$ cat src/rtl/core/prm_pkg.sv
// Shared types and register indexes for the power rail protection monitor.
package prm_pkg;

	localparam int unsigned LEVEL_W = 16;
	localparam int unsigned CNT_W   = 8;

	typedef logic [LEVEL_W-1:0] level_t;
	typedef logic [CNT_W-1:0]   cnt_t;

	typedef enum logic [2:0] {
		REG_ADAPTOR_OVER    = 3'd0,
		REG_ADAPTOR_UNDER   = 3'd1,
		REG_ADAPTOR_PRESENT = 3'd2,
		REG_BATTERY_OVER    = 3'd3,
		REG_BATTERY_UNDER   = 3'd4,
		REG_BATTERY_FULL    = 3'd5,
		REG_FAN_OVER        = 3'd6,
		REG_FAN_UNDER       = 3'd7
	} reg_idx_t;

	typedef enum logic [1:0] {
		ADP_NORMAL  = 2'd0,
		ADP_OVER    = 2'd1,
		ADP_UNDER   = 2'd2,
		ADP_SETTLE  = 2'd3
	} adp_code_t;

	typedef enum logic [1:0] {
		BAT_NORMAL = 2'd0,
		BAT_OVER   = 2'd1,
		BAT_UNDER  = 2'd2,
		BAT_FULL   = 2'd3
	} bat_code_t;

	typedef struct packed {
		level_t adaptor_mv;
		level_t battery_mv;
		level_t fan_ma;
	} sample_t;

	typedef struct packed {
		logic [1:0] adaptor_code;
		logic [1:0] battery_code;
		logic       fan_fault;
	} status_t;

	typedef struct packed {
		level_t adaptor_over_level;
		level_t adaptor_under_level;
		level_t adaptor_present_level;
		level_t battery_over_level;
		level_t battery_under_level;
		level_t battery_full_level;
		level_t fan_over_level;
		level_t fan_under_level;
	} cfg_t;

	typedef struct packed {
		adp_code_t adaptor_status;
		cnt_t      adaptor_over_count;
		cnt_t      adaptor_under_count;
		bat_code_t battery_status;
		cnt_t      battery_over_count;
		cnt_t      battery_under_count;
		logic      fan_status;
		cnt_t      fan_over_count;
		cnt_t      fan_resume_count;
	} rail_state_t;

	localparam cfg_t CFG_RESET = '{
		adaptor_over_level:    16'd26000,
		adaptor_under_level:   16'd18000,
		adaptor_present_level: 16'd16500,
		battery_over_level:    16'd16800,
		battery_under_level:   16'd12000,
		battery_full_level:    16'd16500,
		fan_over_level:        16'd2000,
		fan_under_level:       16'd50
	};

	function automatic cnt_t sat_inc(input cnt_t c);
		return (c == '1) ? c : cnt_t'(c + 1'b1);
	endfunction

endpackage

$ cat src/rtl/core/prm_cfg_regs.sv
// Threshold register file with a plain write port.
module prm_cfg_regs (
	input  logic                  clk,
	input  logic                  arst_n,
	input  logic                  cfg_wr_en,
	input  prm_pkg::reg_idx_t     cfg_index,
	input  prm_pkg::level_t       cfg_data,
	output prm_pkg::cfg_t         cfg
);
	import prm_pkg::*;

	cfg_t cfg_q;

	always_ff @(posedge clk or negedge arst_n) begin
		if (!arst_n) begin
			cfg_q <= CFG_RESET;
		end else if (cfg_wr_en) begin
			unique case (cfg_index)
				REG_ADAPTOR_OVER:    cfg_q.adaptor_over_level    <= cfg_data;
				REG_ADAPTOR_UNDER:   cfg_q.adaptor_under_level   <= cfg_data;
				REG_ADAPTOR_PRESENT: cfg_q.adaptor_present_level <= cfg_data;
				REG_BATTERY_OVER:    cfg_q.battery_over_level    <= cfg_data;
				REG_BATTERY_UNDER:   cfg_q.battery_under_level   <= cfg_data;
				REG_BATTERY_FULL:    cfg_q.battery_full_level    <= cfg_data;
				REG_FAN_OVER:        cfg_q.fan_over_level        <= cfg_data;
				REG_FAN_UNDER:       cfg_q.fan_under_level       <= cfg_data;
				default: ;
			endcase
		end
	end

	assign cfg = cfg_q;

endmodule

$ cat src/rtl/core/prm_classify.sv
// Next-state logic: debounce counters and status codes for all three rails.
module prm_classify #(
	parameter int unsigned DEBOUNCE_COUNT = 10
) (
	input  prm_pkg::sample_t     sample,
	input  prm_pkg::cfg_t        cfg,
	input  prm_pkg::rail_state_t cur,
	output prm_pkg::rail_state_t nxt
);
	import prm_pkg::*;

	localparam cnt_t D1 = cnt_t'(DEBOUNCE_COUNT);
	localparam cnt_t D2 = cnt_t'(2 * DEBOUNCE_COUNT);
	localparam cnt_t D5 = cnt_t'(5 * DEBOUNCE_COUNT);

	cnt_t a_over_inc, a_under_inc, b_over_inc, b_under_inc, f_over_inc, f_resume_inc;
	level_t av, bv, fv;

	assign av = sample.adaptor_mv;
	assign bv = sample.battery_mv;
	assign fv = sample.fan_ma;

	assign a_over_inc   = sat_inc(cur.adaptor_over_count);
	assign a_under_inc  = sat_inc(cur.adaptor_under_count);
	assign b_over_inc   = sat_inc(cur.battery_over_count);
	assign b_under_inc  = sat_inc(cur.battery_under_count);
	assign f_over_inc   = sat_inc(cur.fan_over_count);
	assign f_resume_inc = sat_inc(cur.fan_resume_count);

	always_comb begin
		nxt = cur;

		// adaptor: branch order matters, equality with the under level falls to normal
		if (av >= cfg.adaptor_over_level) begin
			nxt.adaptor_over_count = a_over_inc;
			if (a_over_inc >= D1) begin
				nxt.adaptor_status      = ADP_OVER;
				nxt.adaptor_under_count = '0;
			end
		end else if (av > cfg.adaptor_present_level && av < cfg.adaptor_under_level) begin
			nxt.adaptor_under_count = a_under_inc;
			if (a_under_inc >= D1) begin
				nxt.adaptor_status     = ADP_UNDER;
				nxt.adaptor_over_count = '0;
			end
		end else if (av > cfg.adaptor_under_level && av < cfg.adaptor_over_level) begin
			if (cur.adaptor_over_count >= D2) begin
				nxt.adaptor_under_count = '0;
			end else if (cur.adaptor_over_count >= D1) begin
				nxt.adaptor_status     = ADP_SETTLE;
				nxt.adaptor_over_count = a_over_inc;
			end else begin
				nxt.adaptor_over_count = a_over_inc;
			end
		end else begin
			nxt.adaptor_status      = ADP_NORMAL;
			nxt.adaptor_over_count  = '0;
			nxt.adaptor_under_count = '0;
		end

		if (bv >= cfg.battery_over_level) begin
			nxt.battery_over_count = b_over_inc;
			if (b_over_inc >= D1) begin
				nxt.battery_status      = BAT_OVER;
				nxt.battery_under_count = '0;
			end
		end else if (bv < cfg.battery_under_level) begin
			nxt.battery_under_count = b_under_inc;
			if (b_under_inc >= D1)
				nxt.battery_status = BAT_UNDER;
		end else if (bv >= cfg.battery_full_level) begin
			nxt.battery_over_count = b_over_inc;
			if (b_over_inc >= D1) begin
				nxt.battery_status      = BAT_FULL;
				nxt.battery_over_count  = '0;
				nxt.battery_under_count = '0;
			end
		end else begin
			nxt.battery_status      = BAT_NORMAL;
			nxt.battery_over_count  = '0;
			nxt.battery_under_count = '0;
		end

		// fan: samples below the under level leave everything as is
		if (fv >= cfg.fan_over_level) begin
			nxt.fan_over_count   = f_over_inc;
			nxt.fan_resume_count = '0;
			if (f_over_inc >= D1)
				nxt.fan_status = 1'b1;
		end else if (fv >= cfg.fan_under_level) begin
			nxt.fan_resume_count = f_resume_inc;
			if (f_resume_inc >= D5) begin
				nxt.fan_status       = 1'b0;
				nxt.fan_over_count   = '0;
				nxt.fan_resume_count = '0;
			end
		end
	end

endmodule

$ cat src/rtl/core/power_rail_protection_monitor_top.sv
// Top level of the power rail protection monitor.
// One sample set (adaptor mV, battery mV, fan mA) goes in per request and one status
// request comes out for each, in order. A sample is registered on acceptance and its
// rail state update and status codes are registered into the output register once that
// register is free or being drained, and a new one is accepted every cycle;
// the only limit on rate is the output side draining. The input register and the
// output register decouple the two channels, so one sample is taken while a status
// waits. Thresholds reset to their documented defaults and should be written only
// while no sample is in flight. DEBOUNCE_COUNT (1 to 50) sets the number of
// consecutive samples that confirm a condition; counters saturate at 255.
module power_rail_protection_monitor_top #(
	parameter int unsigned DEBOUNCE_COUNT = 10
) (
	input  logic                clk,
	input  logic                arst_n,
	input  logic                in_valid,
	output logic                in_ready,
	input  prm_pkg::sample_t    in_data,
	output logic                out_valid,
	input  logic                out_ready,
	output prm_pkg::status_t    out_data,
	input  logic                cfg_wr_en,
	input  prm_pkg::reg_idx_t   cfg_index,
	input  prm_pkg::level_t     cfg_data
);
	import prm_pkg::*;

	cfg_t        cfg;
	sample_t     sample_s1;
	logic        valid_s1;
	rail_state_t state_q, state_nxt;
	status_t     out_data_q;
	logic        out_valid_q;
	logic        advance;

	prm_cfg_regs u_cfg (
		.clk       (clk),
		.arst_n    (arst_n),
		.cfg_wr_en (cfg_wr_en),
		.cfg_index (cfg_index),
		.cfg_data  (cfg_data),
		.cfg       (cfg)
	);

	prm_classify #(
		.DEBOUNCE_COUNT (DEBOUNCE_COUNT)
	) u_classify (
		.sample (sample_s1),
		.cfg    (cfg),
		.cur    (state_q),
		.nxt    (state_nxt)
	);

	assign advance  = valid_s1 && (!out_valid_q || out_ready);
	assign in_ready = !valid_s1 || advance;

	always_ff @(posedge clk or negedge arst_n) begin
		if (!arst_n) begin
			valid_s1 <= 1'b0;
		end else if (in_ready) begin
			valid_s1 <= in_valid;
		end
	end

	always_ff @(posedge clk) begin
		if (in_valid && in_ready)
			sample_s1 <= in_data;
	end

	// commit rail state only when the request moves to the output register
	always_ff @(posedge clk or negedge arst_n) begin
		if (!arst_n) begin
			state_q     <= '0;
			out_valid_q <= 1'b0;
		end else begin
			if (advance) begin
				state_q     <= state_nxt;
				out_valid_q <= 1'b1;
			end else if (out_ready) begin
				out_valid_q <= 1'b0;
			end
		end
	end

	always_ff @(posedge clk) begin
		if (advance) begin
			out_data_q.adaptor_code <= state_nxt.adaptor_status;
			out_data_q.battery_code <= state_nxt.battery_status;
			out_data_q.fan_fault    <= state_nxt.fan_status;
		end
	end

	assign out_valid = out_valid_q;
	assign out_data  = out_data_q;

endmodule

$ cat config.mk
export PLATFORM = sky130hd
export DESIGN_NAME = power_rail_protection_monitor_top
export DESIGN_NICKNAME = d
export VERILOG_FILES = /design/src/rtl/core/prm_pkg.sv /design/src/rtl/core/prm_cfg_regs.sv /design/src/rtl/core/prm_classify.sv /design/src/rtl/core/power_rail_protection_monitor_top.sv
export SDC_FILE = /design/constraint.sdc
export NUM_CORES = 1
export LEC_CHECK = 0
export ABC_AREA = 1
export BUFFER_PORTS_ARGS = -buffer_cell sky130_fd_sc_hd__buf_2
export CAP_MARGIN = 25
export CORE_MARGIN = 2
export CORE_UTILIZATION = 45
export DETAILED_ROUTE_END_ITERATION = 16
export PLACE_DENSITY = 0.67
export SYNTH_ARGS = -nofsm -noshare
export SYNTH_HDL_FRONTEND = slang
export SYNTH_SLANG_ARGS = --single-unit
$ cat constraint.sdc
create_clock -name clk -period 5.3 [get_ports clk]
set_clock_uncertainty 0.1 [all_clocks]
set_input_delay 1.06 -clock clk [delete_from_list [all_inputs] [get_ports clk]]
set_output_delay 1.06 -clock clk [all_outputs]
set_load 0.05 [all_outputs]
; ---- Word level (Yosys, flattened, before mapping)
; Index checks and enable logic that the tools add are counted.
[classes]
reduce_logical = 26
eq_ne = 20
add_sub_neg = 6
n_mux = 30
order_cmp = 18
[op_table]
columns = operator, n
row1 = $mux 18, 6
row2 = $mux 8, 11
row3 = $ge 16x16->1, 5
row4 = $mux 17, 3
row5 = $add 8x1->8 const B, 6
row6 = $eq 8x8->1 const B, 6
row7 = $ge 8x4->1 const B, 6
row8 = $lt 16x16->1, 3
row9 = $gt 16x16->1, 2
row10 = $mux 10, 2
row11 = $reduce_and 2->1, 10
row12 = $eq 3x3->1 const B, 4
row13 = $reduce_and 3->1, 4
row14 = $mux 2, 5
row15 = $ge 8x5->1 const B, 1
row16 = $ge 8x6->1 const B, 1
row17 = $ne 4x2->1 const B, 2
row18 = $eq 3x2->1 const B, 2
row19 = $reduce_bool 2->1, 3
row20 = $logic_and 1x1->1, 4
row21 = $ne 2x2->1 const B, 2
row22 = $eq 3x1->1 const B, 1
row23 = $logic_not 3->1, 1
row24 = $mux 1, 3
row25 = other kinds (5), 7
[totals]
output_inout_bits = 7
word_cells = 125
reg_bits = 236
input_bits = 72

; ---- Longest topological paths before layout
; Gate-level depths: netlist of the first run.
[logic_depth]
word_depth = 7
mapped_depth = 17

; ---- Cells and area by module
; Synthesis of the first run repeated with hierarchy kept, for this count alone.
[unflattened]
cells_unflattened = 2008
area_unflattened_um2 = 15069.5
[by_module_without_submodules]
columns = module, area_per_inst_um2, cells_each, n_inst, seq_area_each_um2
row1 = prm_classify, 6162.2, 1137, 1, 0.0
row2 = prm_cfg_regs, 5103.6, 579, 1, 3254.4
row3 = power_rail_protection_monitor_top, 3803.6, 292, 1, 2967.8

; ---- Worst setup path after synthesis of the first run
; Ideal clock, no wire load.
[synth_path]
path_kind = input-to-reg
start = in out_ready
end = reg sample_s1[0] in the netlist's numbering, enable pin
t_required_ps = 4798
setup_time_ps = 402
stages = 4
setup_slack_ps = 2199
arrival_ps = 2598
path_cell_list = inv_1 -> nand3_1 -> nand2_1 -> inv_1
[synth_between]
elab_chain_len = 4
[synth_lines]
columns = item, line_no
row1 = start: declaration, power_rail_protection_monitor_top.sv:20  ; input logic out_ready,
row2 = $logic_or 1x1->1, power_rail_protection_monitor_top.sv:54  ; assign advance = valid_s1 && (!out_valid_q || out_ready);
row3 = $logic_and 1x1->1, power_rail_protection_monitor_top.sv:54
row4 = $logic_or 1x1->1, power_rail_protection_monitor_top.sv:55  ; assign in_ready = !valid_s1 || advance;
row5 = net in_ready, power_rail_protection_monitor_top.sv:17  ; output logic in_ready,
row6 = $logic_and 1x1->1, power_rail_protection_monitor_top.sv:66  ; if (in_valid && in_ready)
row7 = end signal: assignment, power_rail_protection_monitor_top.sv:67  ; sample_s1 <= in_data;
row8 = end: declaration, power_rail_protection_monitor_top.sv:29  ; sample_t sample_s1;
; The timed path passes the listed nets, and every way through them passes these cells.
; A chain may end at the register's enable or synchronous reset.

; ---- Worst setup path in the final report of the first run
[layout_path]
start = in out_ready
end = reg state_q[7] in the netlist's numbering
[layout_between]
elab_chain_len = 3
[layout_lines]
columns = item, line_no
row1 = $logic_or 1x1->1, power_rail_protection_monitor_top.sv:54
row2 = $logic_and 1x1->1, power_rail_protection_monitor_top.sv:54
row3 = net advance, power_rail_protection_monitor_top.sv:34  ; logic advance;
row4 = $reduce_and 2->1 (no line), n/a
row5 = end signal: assignment, power_rail_protection_monitor_top.sv:77  ; state_q <= state_nxt;
row6 = end: declaration, power_rail_protection_monitor_top.sv:31  ; rail_state_t state_q, state_nxt;
; The timed path passes the listed nets, and every way through them passes these cells.

==> results of run 1 <==
flip-flops by register name, summed over array words and instances, names as in the netlist:
name and cells:
u_cfg.cfg 128, state_q 53, sample_s1 48, out_data 5, out_valid 1, valid_s1 1
critical path, cell delays in order:
cell and delay, ns:
buf_2 0.10, inv_1 0.06, nand2_1 0.06, nand2_1 0.36, clkinv_1 0.55, nand2_2 0.37
inv_1 0.19, nor2_2 0.30, inv_1 0.09, nor2_1 0.09
power by group through the flow:
stage               sequential [uW]  combinational (uW)  clock (uW)
floorplan                      2410                1030           0
global placement               2430                1350           0
detailed placement             2440                1400           0
CTS                            2410                1420        1860
global route                   2450                1660        1940
finish                         2410                1410        1820
cell type report:
type | instances | area [um^2] | share of cell area
Clock buffer | 36 | 792 | 0.0521
Clock inverter | 14 | 93.8 | 0.00618
Inverter | 245 | 920 | 0.0605
Multi-Input combinational cell | 1108 | 6170 | 0.406
Sequential cell | 236 | 6220 | 0.410
Tap cell | 390 | 488 | 0.0321
Timing Repair Buffer | 84 | 502 | 0.0330
stage by stage:
stage / hold WS [ns] / cells / instance area (um^2) / setup WS, ns / power (uW)
6_report: 0.380 / 2113 / 15200 / 2.41 / 5640
5_1_grt: 0.404 / 2113 / 15200 / 2.17 / 6050
4_1_cts: 0.387 / 2110 / 15100 / 2.40 / 5690
3_5_place_dp: 0.373 / 2060 / 14200 / 1.85 / 3840
3_3_place_gp: 0.367 / 2060 / 14200 / 1.92 / 3780
2_1_floorplan: 0.353 / 1618 / 13400 / 2.20 / 3440
how the worst max path moves through the flow:
stage                     startpoint            to  slack, ns  depth (start not counted)
after floorplan            out_ready  sample_s1[0]       2.20                          4
after global placement     out_ready    state_q[6]       1.92                         10
after detailed placement   out_ready    state_q[7]       1.85                         10
after CTS                  out_ready    state_q[7]       2.40                         10
after global routing       out_ready    state_q[7]       2.17                         10
final                      out_ready    state_q[7]       2.41                         10
placed cells by master, fill, tap and decap left out, types with 11 or more instances in the layout:
cell type,instances
ha_1,134
o21ai_0,162
nor2_1,69
inv_1,234
nand3_1,88
clkbuf_16,29
nor2_2,11
dfrtp_1,142
o21ai_1,21
edfxtp_1,53
a21oi_1,66
nand2_1,461
nand4_1,20
buf_2,77
dfstp_2,41
kinds of logic (layout without fill, tap and decap cells):
kind of cell,count (synthesis),count (layout),share of synthesized area
simple gates,689,689,0.219
buf+inv,274,379,0.0777
compound gates,268,268,0.105
flops,236,236,0.463
fa+ha+maj,134,134,0.125
xor+xnor,17,17,0.0111
per-layer routing:
layer	track usage	part of all wire	up-vias	wire length (um)
met5	0	0	-	0
met4	0.0503	0.023	0	685
met3	0.0292	0.043	46	1300
met2	0.331	0.46	183	14100
met1	0.276	0.47	5043	14300
li1	-	-	5420	-
==> results.yml, run 1 <==
synth:
  synthesis.area_mm2: 0.0134
  synth_commonest_cells: "nand2_1 (461), inv_1 (235), o21ai_0 (162)"
  ys.flop_type: "dfrtp_1"
  synth_top_area_frac: 0.264
  yosys_warnings: 0
  synthCells: 1618
  synth_seq_cells: 236
  syn_nets: 1824
  synthDistinctLibCells: 40
  yosysMostFrequentCell: "nand2_1"
  synthArstFlopShare: 0.775
  yosys-top-cells-area: "dfrtp_1 (26%), nand2_1 (13%), ha_1 (12%)"
  synth_area_leader_cell: "dfrtp_1"
  ys_seq_area_frac: 0.463
  synth.avg_cell_area_um2: 8.30
  synth-edff-count: 53
power:
  swShare: 0.330
  internal-power_uw: 3780
  p_per_area_mw_per_mm2: 371
  power_leakage_uw: 0.00768
  pwr-share-comb: 0.250
  peakVddDrop_mv: 0.285
  p_clk_frac: 0.323
  power_frac_seq: 0.428
  power_switching_uw: 1860
sta:
  tightest_slew_ns: 1.00
  fin_crit_ns: 2.89
  maxSlewViolCount: 0
  fin_crit_sh: 0.545
  fmax_mhz: 346
  rsz0062_at_grt: "no"
  slew_headroom: 0.329
  setup_viol: 0
  finalSetupTns_ns: 0
  hold_viol: 0
run:
  maxCapViolations: 0
finish:
  final_util: 0.515
  final.fill_count: 2823
  syn2layout_area_growth_pct: 13.1
  n_antenna_cell: 0
  drive_above_1_share: 0.129
  final_net_count: 1908
setup_path:
  r2r_cells: 14
  rrSetupSlack_ns: 2.53
  required_ns: 5.67
  path_max_fanout: 13
  r2r_start: "u_cfg.cfg[126]"
  crit_type: "input port to flop"
  arrival_ns: 3.25
  cp-start-kind: "input port"
  r2r_end: "state_q[38]"
  end_kind: "flop"
global_routing:
  grt_antenna_before_repair: 0
  grt_pass1_vias: 10500
  grt_max_degree: 104
  grt-ovfl-total: 0
  grt_pass1_wl_mm: 50.7
  track_usage: 0.200
floorplanning:
  ios: 79
  fp-row-count: 63
  initial_core_util: 0.456
  die_w_um: 177
  floorplan.die.height_um: 177
  coreArea_mm2: 0.0295
  dieArea_mm2: 0.0313
clock_tree:
  hold_buffers: 0
  postCtsSetupBuffers: 0
  clkTransAtPathRegs_ns: 0.06
  cts_sinks: 236
  clk_latency_ns: 0.56
  cts_resized: 0
  cts_tree: "built"
  h-tree-depth: 1
  cts_made_buffers: 27
  cts-root-buf: "clkbuf_16"
  clockBufferDepth: 3
drt:
  first_pass_iters: 6
  wl_mm: 30.3
  drc: 0
  antenna_left: 0
  routedWlPerCell_um: 14.4
  via_per_inst: 5.06
  num_vias: 10700
  drt_iter0_drc: 730
place:
  place_congestion: 0.846
  hpwl_mm: 21.8
  portBuffers: 78
hold_path:
  worstHoldStart: "u_cfg.cfg[92]"
  holdPathEnd: "u_cfg.cfg[92]"
  whs_path_depth: 2
  hold_path.class: "flop to flop"
run_status:
  outcome: "finished clean"
Power figures use the tool's default switching activity.
==> inputs of run 2 (changes only) <==
--- a/config.mk
+++ b/config.mk
@@ -5,13 +5,13 @@
 export SDC_FILE = /design/constraint.sdc
 export NUM_CORES = 1
 export LEC_CHECK = 0
-export ABC_AREA = 1
+export ABC_AREA = 0
 export BUFFER_PORTS_ARGS = -buffer_cell sky130_fd_sc_hd__buf_2
 export CAP_MARGIN = 25
 export CORE_MARGIN = 2
 export CORE_UTILIZATION = 45
 export DETAILED_ROUTE_END_ITERATION = 16
-export PLACE_DENSITY = 0.67
+export PLACE_DENSITY = 0.69
 export SYNTH_ARGS = -nofsm -noshare
 export SYNTH_HDL_FRONTEND = slang
 export SYNTH_SLANG_ARGS = --single-unit
==> constraint.sdc (replaced) <==
create_clock -name clk -period 2.44 [get_ports clk]
set_clock_uncertainty 0.1 [all_clocks]
set_input_delay 0.488 -clock clk [delete_from_list [all_inputs] [get_ports clk]]
set_output_delay 0.488 -clock clk [all_outputs]
set_load 0.05 [all_outputs]
==> results.yml, run 2 <==
run_status:
  outcome: "finished with violations"
  violations: "setup timing"
clock_tree:
  clk_latency_ns: 0.55
  cts_sinks: 236
  cts_tree: "built"
  cts-root-buf: "clkbuf_16"
  clockBufferDepth: 3
  cts_made_buffers: 28
  clkTransAtPathRegs_ns: 0.06
  h-tree-depth: 1
place:
  pre_cts_slack_ns: -0.403
  hpwl_mm: 22.5
  portBuffers: 78
  placed_area_mm2: 0.0150
  place_congestion: 0.848
drt:
  wl_mm: 33.1
  via_per_inst: 5.52
  num_vias: 10500
  first_pass_iters: 5
  antenna_left: 0
  routedWlPerCell_um: 17.4
  drt_iter0_drc: 512
  drc: 0
synth:
  synthCells: 1268
  synthArstFlopShare: 0.775
  syn_nets: 1474
  synthDistinctLibCells: 76
  synthesis.area_mm2: 0.0132
  yosys-top-cells-area: "dfrtp_1 (27%), ha_1 (13%), edfxtp_1 (12%)"
  yosysMostFrequentCell: "dfrtp_1"
  yosys_warnings: 0
  ys_seq_area_frac: 0.473
  synth_commonest_cells: "dfrtp_1 (142), inv_1 (138), ha_1 (134)"
  synth_seq_cells: 236
  synth.avg_cell_area_um2: 10.4
  synth_top_area_frac: 0.270
  ys.flop_type: "dfrtp_1"
  synth_area_leader_cell: "dfrtp_1"
  synth-edff-count: 53
power:
  peakVddDrop_mv: 0.642
  power_leakage_uw: 0.00761
  power_uw: 14700
  p_per_area_mw_per_mm2: 855
sta:
  tightest_slew_ns: 0.552
  fin_crit_sh: 1.16
  fmax_mhz: 355
  finalSetupTns_ns: -10.85
  fin_crit_ns: 2.82
  rsz0062_at_grt: "yes"
  finalWorstSetupSlack_ns: -0.380
  slew_headroom: 0.630
  maxSlewViolCount: 0
  hold_viol: 0
  whs_ns: 0.0203
  setup_viol: 56
setup_path:
  r2r_cells: 9
  cp-start-kind: "flop"
  crit_type: "flop to flop"
  required_ns: 2.78
  path_max_fanout: 8
  end_kind: "flop"
  arrival_ns: 3.16
global_routing:
  grt_pass1_vias: 10900
  grt_pass1_wl_mm: 54.3
  track_usage: 0.219
  grt_antenna_before_repair: 0
  grt_max_degree: 56
  grt-ovfl-total: 0
finish:
  syn2layout_area_growth_pct: 30.5
  drive_above_1_share: 0.335
  design_area_mm2: 0.0172
  largest_reg_flops: 128
  final_net_count: 1703
  layout_common_cells: "dfrtp_1 (142), inv_1 (130), ha_1 (115)"
  final_common_cell: "dfrtp_1"
  n_antenna_cell: 0
floorplanning:
  initial_core_util: 0.457
  fp-row-count: 62
  coreArea_mm2: 0.0288
  ios: 79
  dieArea_mm2: 0.0306
  floorplan.die.height_um: 175
  die_w_um: 175
hold_path:
  whs_path_depth: 1
  hold_path.class: "input port to flop"
run:
  maxCapViolations: 0
## run 2: cell types whose count changed after synthesis, sizes merged, moves of 13 or more
cell    delta
nand2    -360
inv      -104
o21ai     -77
mux2      +71
nand3     -64
nor2      -48
a31oi     +26
and3      +22
a21o      +14
a211oi    +13
and2      +13
nor3      +13
o22a      +13
## run 2: routing by layer
layer	vias up	global-route usage	part of all wire
li1	5089	-	-
met1	5138	0.278	0.44
met2	224	0.385	0.50
met3	58	0.0313	0.037
met4	0	0.0667	0.028
met5	-	0	0
## run 2: logic make-up after synthesis
logic type                 synth area share
DFF                                   0.473
muxes                                0.0615
AOI/OAI and AO/OA                     0.162
and+or+nand+nor                       0.122
xor gates and xnor gates            0.00266
adders and majority gates             0.127
buffers and inverters                0.0519
## run 2: worst paths after layout
kind	from	end	slack (ns)
max in group asynchronous	arst_n	u_cfg.cfg[26]	1.20
hold reg to reg	u_cfg.cfg[41]	u_cfg.cfg[41]	0.40
setup reg to reg	u_cfg.cfg[105]	state_q[35]	-0.38
hold / removal	in_data[27]	sample_s1[27]	0.02
min in group asynchronous	arst_n	u_cfg.cfg[114]	0.33
setup / recovery	u_cfg.cfg[105]	state_q[35]	-0.38
## run 2: power by group
| group | switching (uW) | internal (uW) |
|---|---|---|
| clock | 1730 | 2730 |
| combinational | 2540 | 2330 |
| sequential | 488 | 4880 |
## run 2: repair_timing
| item | in CTS | in global routing |
|---|---|---|
| pin swaps | 52 | 25 |
| endpoints found under the hold margin | 48 | 0 |
| cloned | 3 | 0 |
| buffers inserted | 14 | 9 |
| gates resized for setup | 106 | 44 |
| endpoints found under the setup margin | 58 | 58 |
| hold buffers | 21 | 0 |
## run 2: cell type report
type	count	area (um^2)
fillers	2269	11600
multi-input cells	854	7150
flip-flops and latches	236	6220
repair buffers	238	1780
clock buffers	38	873
inverters	139	522
well taps	384	480
clock inverters	14	141
## run 2: per-stage QoR
stage                     instances   util
after global routing           1903  0.597
after floorplan                1268      -
final                          1903  0.597
after global placement         1808  0.521
after CTS                      1895  0.585
after detailed placement       1808  0.521
## run 2: worst max-delay path, cell delays in order (launching register included)
cell     delay (ns)
dfstp_2        0.52
inv_2          0.04
ha_4           0.26
nand4_1        0.14
or4_4          0.51
or2_0          0.23
o31a_2         0.15
and2_4         0.19
a221o_1        0.33
a22o_1         0.24
